[config.mk]
export PLATFORM = sky130hd
export DESIGN_NAME = vibration_activity_detector_top
export DESIGN_NICKNAME = d
export VERILOG_FILES = /design/src/rtl/core/vad_pkg.sv /design/src/rtl/core/vad_dp.sv /design/src/rtl/core/vad_ctrl.sv /design/src/rtl/core/vibration_activity_detector_top.sv
export VERILOG_INCLUDE_DIRS = /design/src /design/src/rtl/core
export SDC_FILE = /design/constraint.sdc
export NUM_CORES = 2
export LEC_CHECK = 0
export ABC_CLOCK_PERIOD_IN_PS = 9400
export BUFFER_PORTS_ARGS = -buffer_cell sky130_fd_sc_hd__buf_4
export CORE_AREA = 2 2 364 186
export DETAILED_ROUTE_END_ITERATION = 10
export DIE_AREA = 0 0 366 188
export PLACE_DENSITY = 0.77
export RECOVER_POWER = 50
export SLEW_MARGIN = 10
export SYNTH_ARGS = -nofsm -noshare
export SYNTH_HDL_FRONTEND = slang
export SYNTH_SLANG_ARGS = --single-unit
[constraint.sdc]
create_clock -name clk -period 9.4 [get_ports clk]
set_input_delay 1.88 -clock clk [delete_from_list [all_inputs] [get_ports clk]]
set_output_delay 1.88 -clock clk [all_outputs]
set_load 0.03 [all_outputs]
[src/rtl/core/vibration_activity_detector_top_assert.svh]
// Assertion macros used by the detector controller.
// Each macro expects signals named clk and arst_n in the scope where it is used.
`ifndef VIBRATION_ACTIVITY_DETECTOR_TOP_ASSERT_SVH
`define VIBRATION_ACTIVITY_DETECTOR_TOP_ASSERT_SVH

// The consequent must hold in the same cycle as the antecedent.
`define VAD_ASSERT_IMP(lbl, ante, cons) \
	lbl: assert property (@(posedge clk) disable iff (!arst_n) (ante) |-> (cons)) \
		else $error("vad assertion failed");

// The consequent must hold in the cycle after the antecedent.
`define VAD_ASSERT_NXT(lbl, ante, cons) \
	lbl: assert property (@(posedge clk) disable iff (!arst_n) (ante) |=> (cons)) \
		else $error("vad assertion failed");

`endif

[src/rtl/core/vad_pkg.sv]
package vad_pkg;

	localparam int AXES       = 3;
	localparam int ADC_W      = 10;
	localparam int GAIN_W     = 24;
	localparam int OFS_W      = 32;
	localparam int LEN_W      = 13;
	localparam int THR_W      = 16;
	localparam int HOLD_W     = 16;
	localparam int ACC_W      = 16;
	localparam int QC_W       = 17;
	localparam int CFG_IDX_W  = 3;
	localparam int CFG_DATA_W = 32;

	typedef logic [1:0] axis_t;
	localparam axis_t AXIS_FIRST = axis_t'(0);
	localparam axis_t AXIS_LAST  = axis_t'(AXES - 1);

	// Configuration register indexes.
	localparam logic [CFG_IDX_W-1:0] REG_GAIN   = 3'd0;
	localparam logic [CFG_IDX_W-1:0] REG_OFFSET = 3'd1;
	localparam logic [CFG_IDX_W-1:0] REG_LONG   = 3'd2;
	localparam logic [CFG_IDX_W-1:0] REG_SHORT  = 3'd3;
	localparam logic [CFG_IDX_W-1:0] REG_THR    = 3'd4;
	localparam logic [CFG_IDX_W-1:0] REG_HOLD   = 3'd5;

	// Reset values of the configuration registers.
	localparam logic [GAIN_W-1:0]        RST_GAIN   = 24'd65536;
	localparam logic signed [OFS_W-1:0]  RST_OFFSET = 32'sd0;
	localparam logic [LEN_W-1:0]         RST_LONG   = 13'd64;
	localparam logic [LEN_W-1:0]         RST_SHORT  = 13'd8;
	localparam logic [THR_W-1:0]         RST_THR    = 16'd10;
	localparam logic [HOLD_W-1:0]        RST_HOLD   = 16'd100;

	typedef struct packed {
		logic [GAIN_W-1:0]       gain;
		logic signed [OFS_W-1:0] offset;
		logic [LEN_W-1:0]        long_len;
		logic [LEN_W-1:0]        short_len;
		logic [THR_W-1:0]        thr;
		logic [HOLD_W-1:0]       hold;
	} cfg_t;

	// Commands from the controller to the datapath.
	typedef struct packed {
		logic  load_in;
		logic  mul;
		logic  sat;
		logic  div_start;
		logic  div_step;
		logic  div_finish;
		logic  decide;
		axis_t axis;
		logic  sel_fast;
	} cmd_t;

	// Status from the datapath to the controller.
	typedef struct packed {
		logic div_last;
	} sts_t;

endpackage

[src/rtl/core/vad_dp.sv]
module vad_dp import vad_pkg::*; (
	input  logic                         clk,
	input  logic                         arst_n,
	input  cmd_t                         cmd,
	output sts_t                         sts,
	input  cfg_t                         cfg,
	input  logic [ADC_W-1:0]             adc_x,
	input  logic [ADC_W-1:0]             adc_y,
	input  logic [ADC_W-1:0]             adc_z,
	output logic [AXES-1:0][ACC_W-1:0]   samp,
	output logic                         active
);

	localparam int PW = ADC_W + GAIN_W;
	localparam int DW = PW + 2;
	localparam int SW = DW - 16;
	localparam int CW = 4;

	logic [AXES-1:0][ADC_W-1:0] adc_q;
	logic [PW-1:0]              prod_q;
	logic [AXES-1:0][ACC_W-1:0] samp_q;
	logic [AXES-1:0][ACC_W-1:0] slow_q;
	logic [AXES-1:0][ACC_W-1:0] fast_q;
	logic [QC_W-1:0]            qc_q;
	logic                       active_q;

	logic [ACC_W-1:0]           dvd_q;
	logic [LEN_W-1:0]           rem_q;
	logic [LEN_W-1:0]           div_q;
	logic                       neg_q;
	logic [CW-1:0]              cnt_q;

	// Scaling: (adc * gain - offset) / 65536, rounding toward zero, saturated.
	logic signed [DW-1:0] diff;
	logic [DW-1:0]        mag;
	logic [SW-1:0]        shq;
	logic                 over;
	logic [ACC_W-1:0]     sat_val;

	assign diff = $signed({2'b00, prod_q})
		- $signed({{(DW-OFS_W){cfg.offset[OFS_W-1]}}, cfg.offset});
	assign mag  = diff[DW-1] ? (~diff + 1'b1) : diff;
	assign shq  = mag[DW-1:16];
	assign over = |shq[SW-1:ACC_W-1];

	always_comb begin
		if (diff[DW-1]) begin
			sat_val = over ? {1'b1, {(ACC_W-1){1'b0}}} : (~shq[ACC_W-1:0] + 1'b1);
		end else begin
			sat_val = over ? {1'b0, {(ACC_W-1){1'b1}}} : shq[ACC_W-1:0];
		end
	end

	// Averaging step operands.
	logic [ACC_W-1:0] avg_cur;
	logic [ACC_W:0]   dlt;
	logic [ACC_W:0]   dlt_mag;
	logic [LEN_W-1:0] len;
	logic [LEN_W-1:0] nlen;
	logic [LEN_W:0]   shifted;
	logic             ge;
	logic [ACC_W+1:0] new_avg;

	assign avg_cur = cmd.sel_fast ? fast_q[cmd.axis] : slow_q[cmd.axis];
	assign dlt     = {samp_q[cmd.axis][ACC_W-1], samp_q[cmd.axis]}
		- {avg_cur[ACC_W-1], avg_cur};
	assign dlt_mag = dlt[ACC_W] ? (~dlt + 1'b1) : dlt;
	assign len     = cmd.sel_fast ? cfg.short_len : cfg.long_len;
	assign nlen    = (len == '0) ? LEN_W'(1) : len;
	assign shifted = {rem_q, dvd_q[ACC_W-1]};
	assign ge      = shifted >= {1'b0, div_q};
	assign new_avg = {{2{avg_cur[ACC_W-1]}}, avg_cur}
		+ (neg_q ? (~{2'b00, dvd_q} + 1'b1) : {2'b00, dvd_q});

	assign sts.div_last = (cnt_q == {CW{1'b1}});

	// Activity decision from the updated averages.
	logic [AXES-1:0] hit_ax;
	logic [ACC_W:0]  ad [AXES];
	logic [ACC_W:0]  sd [AXES];
	logic [QC_W-1:0] hold1;
	logic [QC_W-1:0] qc_c;

	always_comb begin
		for (int i = 0; i < AXES; i++) begin
			sd[i] = {slow_q[i][ACC_W-1], slow_q[i]} - {fast_q[i][ACC_W-1], fast_q[i]};
			ad[i] = sd[i][ACC_W] ? (~sd[i] + 1'b1) : sd[i];
			hit_ax[i] = ad[i] > {1'b0, cfg.thr};
		end
	end

	assign hold1 = {1'b0, cfg.hold} + 1'b1;
	assign qc_c  = (qc_q > hold1) ? hold1 : qc_q;

	always_ff @(posedge clk) begin
		if (cmd.load_in) begin
			adc_q <= {adc_z, adc_y, adc_x};
		end
		if (cmd.mul) begin
			prod_q <= adc_q[cmd.axis] * cfg.gain;
		end
		if (cmd.sat) begin
			samp_q[cmd.axis] <= sat_val;
		end
		if (cmd.div_start) begin
			dvd_q <= dlt_mag[ACC_W-1:0];
			rem_q <= '0;
			neg_q <= dlt[ACC_W];
			div_q <= nlen;
		end else if (cmd.div_step) begin
			rem_q <= ge ? LEN_W'(shifted - {1'b0, div_q}) : shifted[LEN_W-1:0];
			dvd_q <= {dvd_q[ACC_W-2:0], ge};
		end
	end

	always_ff @(posedge clk or negedge arst_n) begin
		if (!arst_n) begin
			cnt_q    <= '0;
			slow_q   <= '0;
			fast_q   <= '0;
			qc_q     <= '0;
			active_q <= 1'b0;
		end else begin
			if (cmd.div_start) begin
				cnt_q <= '0;
			end else if (cmd.div_step) begin
				cnt_q <= cnt_q + 1'b1;
			end
			if (cmd.div_finish) begin
				if (cmd.sel_fast) begin
					fast_q[cmd.axis] <= new_avg[ACC_W-1:0];
				end else begin
					slow_q[cmd.axis] <= new_avg[ACC_W-1:0];
				end
			end
			if (cmd.decide) begin
				if (|hit_ax) begin
					qc_q     <= '0;
					active_q <= 1'b1;
				end else if (qc_c > {1'b0, cfg.hold}) begin
					qc_q     <= qc_c;
					active_q <= 1'b0;
				end else begin
					qc_q     <= qc_c + 1'b1;
					active_q <= 1'b1;
				end
			end
		end
	end

	assign samp   = samp_q;
	assign active = active_q;

endmodule

[src/rtl/core/vad_ctrl.sv]
`include "vibration_activity_detector_top_assert.svh"

module vad_ctrl import vad_pkg::*; (
	input  logic clk,
	input  logic arst_n,
	input  logic in_accept,
	input  logic out_free,
	input  sts_t sts,
	output cmd_t cmd,
	output logic idle,
	output logic out_load
);

	localparam logic [2:0] ST_IDLE   = 3'd0;
	localparam logic [2:0] ST_MUL    = 3'd1;
	localparam logic [2:0] ST_SAT    = 3'd2;
	localparam logic [2:0] ST_DSTART = 3'd3;
	localparam logic [2:0] ST_DSTEP  = 3'd4;
	localparam logic [2:0] ST_DFIN   = 3'd5;
	localparam logic [2:0] ST_DECIDE = 3'd6;
	localparam logic [2:0] ST_DONE   = 3'd7;

	logic [2:0] state_q, state_d;
	axis_t      axis_q, axis_d;
	logic       sel_q, sel_d;

	always_comb begin
		state_d      = state_q;
		axis_d       = axis_q;
		sel_d        = sel_q;
		cmd          = '0;
		cmd.axis     = axis_q;
		cmd.sel_fast = sel_q;
		out_load     = 1'b0;
		case (state_q)
			ST_IDLE: begin
				if (in_accept) begin
					cmd.load_in = 1'b1;
					state_d     = ST_MUL;
				end
			end
			ST_MUL: begin
				cmd.mul = 1'b1;
				state_d = ST_SAT;
			end
			ST_SAT: begin
				cmd.sat = 1'b1;
				state_d = ST_DSTART;
			end
			ST_DSTART: begin
				cmd.div_start = 1'b1;
				state_d       = ST_DSTEP;
			end
			ST_DSTEP: begin
				cmd.div_step = 1'b1;
				if (sts.div_last) begin
					state_d = ST_DFIN;
				end
			end
			ST_DFIN: begin
				cmd.div_finish = 1'b1;
				if (!sel_q) begin
					sel_d   = 1'b1;
					state_d = ST_DSTART;
				end else begin
					sel_d = 1'b0;
					if (axis_q == AXIS_LAST) begin
						axis_d  = AXIS_FIRST;
						state_d = ST_DECIDE;
					end else begin
						axis_d  = axis_q + 1'b1;
						state_d = ST_MUL;
					end
				end
			end
			ST_DECIDE: begin
				cmd.decide = 1'b1;
				state_d    = ST_DONE;
			end
			ST_DONE: begin
				if (out_free) begin
					out_load = 1'b1;
					state_d  = ST_IDLE;
				end
			end
			default: begin
				state_d = ST_IDLE;
				axis_d  = AXIS_FIRST;
				sel_d   = 1'b0;
			end
		endcase
	end

	always_ff @(posedge clk or negedge arst_n) begin
		if (!arst_n) begin
			state_q <= ST_IDLE;
			axis_q  <= AXIS_FIRST;
			sel_q   <= 1'b0;
		end else begin
			state_q <= state_d;
			axis_q  <= axis_d;
			sel_q   <= sel_d;
		end
	end

	assign idle = (state_q == ST_IDLE);

	`VAD_ASSERT_NXT(a_div_exit, state_q == ST_DSTEP && sts.div_last, state_q == ST_DFIN)
	`VAD_ASSERT_IMP(a_load_free, out_load, out_free && state_q == ST_DONE)
	`VAD_ASSERT_IMP(a_idle_clean, state_q == ST_IDLE, axis_q == AXIS_FIRST && !sel_q)
	`VAD_ASSERT_NXT(a_accept_starts, in_accept, state_q == ST_MUL)

endmodule

[src/rtl/core/vibration_activity_detector_top.sv]
// Channel   Direction  Handshake            Payload
// input     in         in_valid / in_stall  adc_x, adc_y, adc_z
// output    out        out_valid / out_stall active, accel_x, accel_y, accel_z
// config    in         cfg_valid / cfg_ready cfg_index, cfg_data
//
// From acceptance to a loaded result, each axis passes a multiply state, a
// saturation state and two averaging divisions, each run on the shared
// 16-step restoring divider; then come a decision state and the output load,
// which waits while the output register is not free. The controller is idle
// again in the cycle after the load, and no new input is taken before that.
// Reset is asynchronous and active low; it restores the register defaults and
// clears both averages and the quiet counter.
// A stalled result waits in the output register; the next input transaction is
// taken meanwhile, and its result is loaded once the register frees.
module vibration_activity_detector_top import vad_pkg::*; (
	input  logic                         clk,
	input  logic                         arst_n,
	input  logic                         in_valid,
	output logic                         in_stall,
	input  logic [ADC_W-1:0]             adc_x,
	input  logic [ADC_W-1:0]             adc_y,
	input  logic [ADC_W-1:0]             adc_z,
	output logic                         out_valid,
	input  logic                         out_stall,
	output logic                         active,
	output logic signed [ACC_W-1:0]      accel_x,
	output logic signed [ACC_W-1:0]      accel_y,
	output logic signed [ACC_W-1:0]      accel_z,
	input  logic                         cfg_valid,
	output logic                         cfg_ready,
	input  logic [CFG_IDX_W-1:0]         cfg_index,
	input  logic [CFG_DATA_W-1:0]        cfg_data
);

	cfg_t                       cfg_q;
	cmd_t                       cmd;
	sts_t                       sts;
	logic                       idle;
	logic                       out_load;
	logic                       out_free;
	logic                       in_accept;
	logic [AXES-1:0][ACC_W-1:0] samp;
	logic                       dp_active;

	logic                       out_valid_q;
	logic                       active_q;
	logic [AXES-1:0][ACC_W-1:0] accel_q;

	// The configuration port is always ready. The user must write only while
	// idle; the block does not enforce it. Then no item sees a change midway.
	assign cfg_ready = 1'b1;

	always_ff @(posedge clk or negedge arst_n) begin
		if (!arst_n) begin
			cfg_q.gain      <= RST_GAIN;
			cfg_q.offset    <= RST_OFFSET;
			cfg_q.long_len  <= RST_LONG;
			cfg_q.short_len <= RST_SHORT;
			cfg_q.thr       <= RST_THR;
			cfg_q.hold      <= RST_HOLD;
		end else if (cfg_valid && cfg_ready) begin
			case (cfg_index)
				REG_GAIN:   cfg_q.gain      <= cfg_data[GAIN_W-1:0];
				REG_OFFSET: cfg_q.offset    <= $signed(cfg_data[OFS_W-1:0]);
				REG_LONG:   cfg_q.long_len  <= cfg_data[LEN_W-1:0];
				REG_SHORT:  cfg_q.short_len <= cfg_data[LEN_W-1:0];
				REG_THR:    cfg_q.thr       <= cfg_data[THR_W-1:0];
				REG_HOLD:   cfg_q.hold      <= cfg_data[HOLD_W-1:0];
				default: begin
					// Writes to unknown indexes are dropped.
				end
			endcase
		end
	end

	// A new input transaction is taken only while the controller is idle.
	assign in_stall  = !idle;
	assign in_accept = in_valid && !in_stall;

	// The output register is free when empty or when its content leaves now.
	assign out_free = !out_valid_q || !out_stall;

	vad_ctrl u_ctrl (
		.clk       (clk),
		.arst_n    (arst_n),
		.in_accept (in_accept),
		.out_free  (out_free),
		.sts       (sts),
		.cmd       (cmd),
		.idle      (idle),
		.out_load  (out_load)
	);

	vad_dp u_dp (
		.clk    (clk),
		.arst_n (arst_n),
		.cmd    (cmd),
		.sts    (sts),
		.cfg    (cfg_q),
		.adc_x  (adc_x),
		.adc_y  (adc_y),
		.adc_z  (adc_z),
		.samp   (samp),
		.active (dp_active)
	);

	// Output register: holds one finished result until the consumer takes it.
	always_ff @(posedge clk or negedge arst_n) begin
		if (!arst_n) begin
			out_valid_q <= 1'b0;
		end else if (out_load) begin
			out_valid_q <= 1'b1;
		end else if (out_valid_q && !out_stall) begin
			out_valid_q <= 1'b0;
		end
	end

	always_ff @(posedge clk) begin
		if (out_load) begin
			active_q <= dp_active;
			accel_q  <= samp;
		end
	end

	assign out_valid = out_valid_q;
	assign active    = active_q;
	assign accel_x   = $signed(accel_q[0]);
	assign accel_y   = $signed(accel_q[1]);
	assign accel_z   = $signed(accel_q[2]);

endmodule
Word-level counts from Yosys, hierarchy flattened

Cells that the tools add are included.

Flip-flop bits (word level): 443
Input port bits: 70
Output and inout bits: 52
Word-level logic and storage cells: 164

$add $sub $neg: 18
Multiply operators: 1
Magnitude comparators: 8
Equal/unequal tests: 17
Muxes and demuxes: 54
Bitwise operators: 8
Reductions and logical operators: 24

Operators with widths:

| operator                                                        | number |
|---|---|
| 16-bit 2-to-1 mux                                               | 12 |
| 48-bit bitwise mux                                              | 3 |
| 17-bit 2-to-1 mux                                               | 6 |
| 16-bit binary-select mux with 2-bit select                      | 3 |
| 17-bit by 1-bit adder with 17-bit output, second input constant | 4 |
| 17-bit by 16-bit greater-than comparator with 1-bit output      | 4 |
| 16-bit by 16-bit subtractor with 17-bit output                  | 4 |
| 17-bit inverter                                                 | 3 |
| 16-bit by 1-bit adder with 16-bit output, second input constant | 3 |
| 16-bit inverter                                                 | 3 |
| 36-bit by 1-bit adder with 36-bit output, second input constant | 1 |
| 36-bit 2-to-1 mux                                               | 1 |
| 36-bit inverter                                                 | 1 |
| 35-bit by 32-bit subtractor with 36-bit output                  | 1 |
| 10-bit by 24-bit multiplier with 34-bit output                  | 1 |
| 16-bit demux with 2-bit select                                  | 1 |
| 13-bit 2-to-1 mux                                               | 2 |
| 3-bit case mux with 8 select lines                              | 1 |
| 10-bit binary-select mux with 2-bit select                      | 1 |
| 3-bit equality test, second input constant                      | 6 |
| 2-bit AND reduction                                             | 9 |
| 16-bit by 1-bit adder with 17-bit output, second input constant | 1 |
| 17-bit greater-than comparator                                  | 1 |
| 16-bit adder                                                    | 1 |
| other kinds (27)                                                | 57 |

Depth between registers and ports, before layout

Word-level depth: 9
Gate-level depth with buffers: 33
Mapped depth without buffers: 31

By module

Synthesis repeated with hierarchy kept, for this count alone.

Cells, all modules: 3,696
Area total of the unflattened synthesis: 35,894.4 um^2

Modules (own cells, without submodules):

| module                          | instances | cells each | area an instance (um^2) | sequential area each (um^2) |
|---|---|---|---|---|
| vad_dp                          | 1         | 3,353      | 29,638.4                | 7,477.2 |
| vibration_activity_detector_top | 1         | 301        | 5,869.4                 | 4,359.2 |
| vad_ctrl                        | 1         | 42         | 386.6                   | 150.1 |

Worst setup path after synthesis

OpenSTA, ideal clock, no wires.

Path type: register -> register
From: register u_ctrl.axis_q[1]
To: register u_dp.prod_q[33] (data pin)
Library setup time: 0.265 ns
Arrival: 7.246 ns
Required time: 9.135 ns
Path slack: 1.889 ns
Stages on the path, launching flop included: 28
Buffers on the path: 3
Period minus slack after synthesis: 7.511 ns
Path through: dfrtp_1 > clkbuf_1 > clkbuf_1 > mux2i_1 > o21ai_1 > clkbuf_1 > nand2_1 > fa_1 > inv_1 > fa_1 > fa_1 > fa_1 > inv_1 > fa_1 > inv_1 > ha_1 > a21o_1 > a21o_1 > a21o_1 > a211o_1 > a2111oi_0 > o31ai_1 > a21oi_1 > o21ai_0 > o21a_1 > o21a_1 > o21ai_0 > a31oi_1

Cells in the longest elaborated chain, start to end: 3

RTL lines:

| element                                        | RTL line        | source |
|---|---|---|
| from (decl)                                    | vad_ctrl.sv:24  | `axis_t axis_q, axis_d;` |
| from (signal assigned)                         | vad_ctrl.sv:101 | `axis_q <= axis_d;` |
| 10-bit binary-select mux with 2-bit select     | vad_dp.sv:100   | `prod_q <= adc_q[cmd.axis] * cfg.gain;` |
| 10-bit 2-to-1 mux (implied by the code)        | vad_dp.sv:100   |  |
| 10-bit by 24-bit multiplier with 34-bit output | vad_dp.sv:100   |  |
| to (signal assigned)                           | vad_dp.sv:100   |  |
| to (decl)                                      | vad_dp.sv:20    | `logic [PW-1:0] prod_q;` |

Every way passes these cells. The select of a mux whose other input is x is not followed.
A chain may end at the register's enable or synchronous reset.

Final worst setup path

Same ends and word-level chain as after synthesis.

==> results.tsv <==
metric	value	unit
minimum clock period	8580	ps
CTS max path bufs	3	
Max Cap Violations	9	
max-slew violation count	376	
Synth area leader	dfrtp_1	
CTS Sinks	443	
Register-to-Register Path Depth	27	
Initial Util	54.3	%
Layout fillers	5637	
Avg Vias per Cell	6.00	
synthesized area	0.0358	mm^2
RSZ-0062 raised after global routing	false	
Final Hold Fails	0	
Area Overhead vs Synth	8.85	%
crit path DAT	9040	ps
Most used DFF post-synth	dfrtp_1	
clock-pin slew on the worst setup and hold paths	70	ps
RR Endpoint	u_dp.prod_q[33]	
FMAX	0.117	GHz
Hold Crit Class	flop to flop	
Seq/Total Area, Yosys	33.5	%
post-synthesis compound-gate area fraction	14.2	%
FFs w/ async S/R, synth	54.0	%
number of global-route vias before repair	26359	
adder-cell share of the synthesized area	20.1	%
most common cell after layout, fill and taps aside	nand2_1	
Reg area	0.0120	mm^2
number of hold buffers added after cts	0	
largest family of logic cells by synthesized area	adder cells	
relative slew slack	-254	%
Post-Synth Simple-Gate Area	14.2	%
R2R Path Start	u_ctrl.axis_q[1]	
status	finished, violations left	
clock root buffer	clkbuf_16	
drt first pass iters	6	
worst-margin pin slew	5310	ps
FP Rows	67	
Post-synth EDFFs	191	
most frequent cells in the layout	402 x nand2_1, 390 x inv_1, 286 x ha_1	
layout cells sized above 1	10.4	%
first-pass GRT wire length	155000	um
hold path depth	0	
CTS H-tree lvls	2	
CTS tree	built	
Core Area	0.0659	mm^2
Seq cells post-synth	443	
Die Ht	188	um
post-CTS setup repair buffer count	0	
xor/xnor share of the synthesized area	5.33	%
die width	366	um
area taken by multi-input logic gates	0.0217	mm^2
Crit Path Class	flop to flop	
hold_sp	u_dp.samp[40]	
hold path endpoint	accel_z[8]	
Setup crit end kind	flop	
Worst Clk Skew	25.0	ps
mux cell area share after synthesis	6.80	%
total negative setup slack	0	ps
Port Buf Inserts	120	
largest net degree at the start of global routing	150	
Syn Nets	4247	
internal reg-to-reg setup slack	820	ps
area fraction of the dominant cell type after synthesis	16.2	%
Total GRT Usage	28.8	%
Congestion Overflow GR	0	
Startpoint Class	flop	
critical path peak fanout	57	
post-cts resize count	0	
CP required	9860	ps
synthesized area per cell	9.64	um^2
Vias	28231	
routability cong.	0.989	
nets	4310	
synth top area cells	dfrtp_1 16%, edfxtp_1 16%, fa_1 10%	
DR DRC count	0	
Ys Warns	0	
Post-DP HPWL	77300	um
WL final	99800	um
antenna violations before repair	3	
Cell variety after synth	103	
Clock Latency Late Sink	610	ps
post-route ant nets	0	
crit share post-route	91.3	%
cts bufs inserted	43	
die area	0.0688	mm^2
First DRT Iteration DRCs	3165	
failing checks	max-capacitance violations, max-slew violations	
boundary pin count	122	
Mapped Cells	3710	
Routed WL per cell	21.2	um
final setup vio count	0	
[flip-flops by register name, summed over array words and instances, names as in the netlist, 17 cells and up]
signal and cells:
u_dp.qc_q 17, u_dp.adc_q 30, cfg_q 114, u_dp.slow_q 48, u_dp.samp 48, u_dp.prod_q 34
u_dp.fast_q 48
[worst max path at each step]
stage / start / end / depth (start not counted)
floorplan: u_ctrl.axis_q[1] / u_dp.prod_q[33] / 27
global placement: u_ctrl.axis_q[1] / u_dp.prod_q[33] / 24
detailed placement: u_ctrl.axis_q[1] / u_dp.prod_q[33] / 24
CTS: u_ctrl.axis_q[1] / u_dp.prod_q[33] / 24
global route: u_ctrl.axis_q[1] / u_dp.prod_q[33] / 27
finish: u_ctrl.axis_q[1] / u_dp.prod_q[33] / 27
[stage by stage]
step,util (%),worst slack (ps),instances,hold slack [ps],cell area (um^2)
after floorplan,-,1890,3710,426,35800
after global placement,57.1,1100,4625,436,37600
after detailed placement,57.1,811,4625,432,37600
after CTS,59.3,741,4704,449,39100
after global routing,59.1,471,4706,450,38900
final,59.1,820,4707,448,38900
[area by class of cell]
cell class | count | area share (%)
sequential | 443 | 30.8
timing repair buffer | 163 | 2.92
multi-input combinational | 2731 | 55.8
tap | 897 | 2.88
clock buffer | 48 | 2.86
clock inverter | 31 | 0.910
antenna | 3 | 0.0193
inverter | 391 | 3.77
[worst max-delay path: stages, from the launching register on]
cell and delay [ps]:
dfrtp_4 550, buf_12 380, mux2i_1 170, o21ai_2 290
buf_4 330, nand2_1 110, fa_1 500, inv_1 50
fa_1 510, fa_1 440, fa_1 540, inv_1 50
fa_1 520, inv_1 40, ha_1 350, a21o_1 180
a21o_1 180, a21o_1 190, a211o_1 320, a2111oi_0 910
o31ai_1 240, a21oi_1 400, o21ai_0 220, o21a_1 230
o21a_1 180, o21ai_0 220, a21oi_1 100, a31oi_1 140
[synth_stat cells (75+ instances only)]
master and n:
a21o_1 75, a21oi_1 151, and2_1 132, clkbuf_1 125, dfrtp_1 231, edfxtp_1 191
fa_1 181, ha_1 286, inv_1 390, mux2_2 135, mux2i_1 91, nand2_1 402
nor2_1 132, o21ai_0 276, xnor2_1 151
[per-layer routing]
| metal | GRT usage (%) | share of wire (%) | vias up |
|---|---|---|---|
| met1 | 45.9 | 47 | 13736 |
| met4 | 4.42 | 1.5 | 2 |
| met3 | 9.85 | 13 | 102 |
| li1 | - | - | 12994 |
| met2 | 37.2 | 38 | 1397 |
| met5 | 1.72 | 0.17 | - |
[cell families after synthesis]
group / after synthesis
flops: 443
xor+xnor: 217
other cells: 1
fa+ha+maj: 467
mux: 226
compound gates: 796
buf+inv: 536
simple gates: 1024
Power is not shown: default switching activity piles up to over one toggle a cycle in this logic, so the estimate is an artifact.
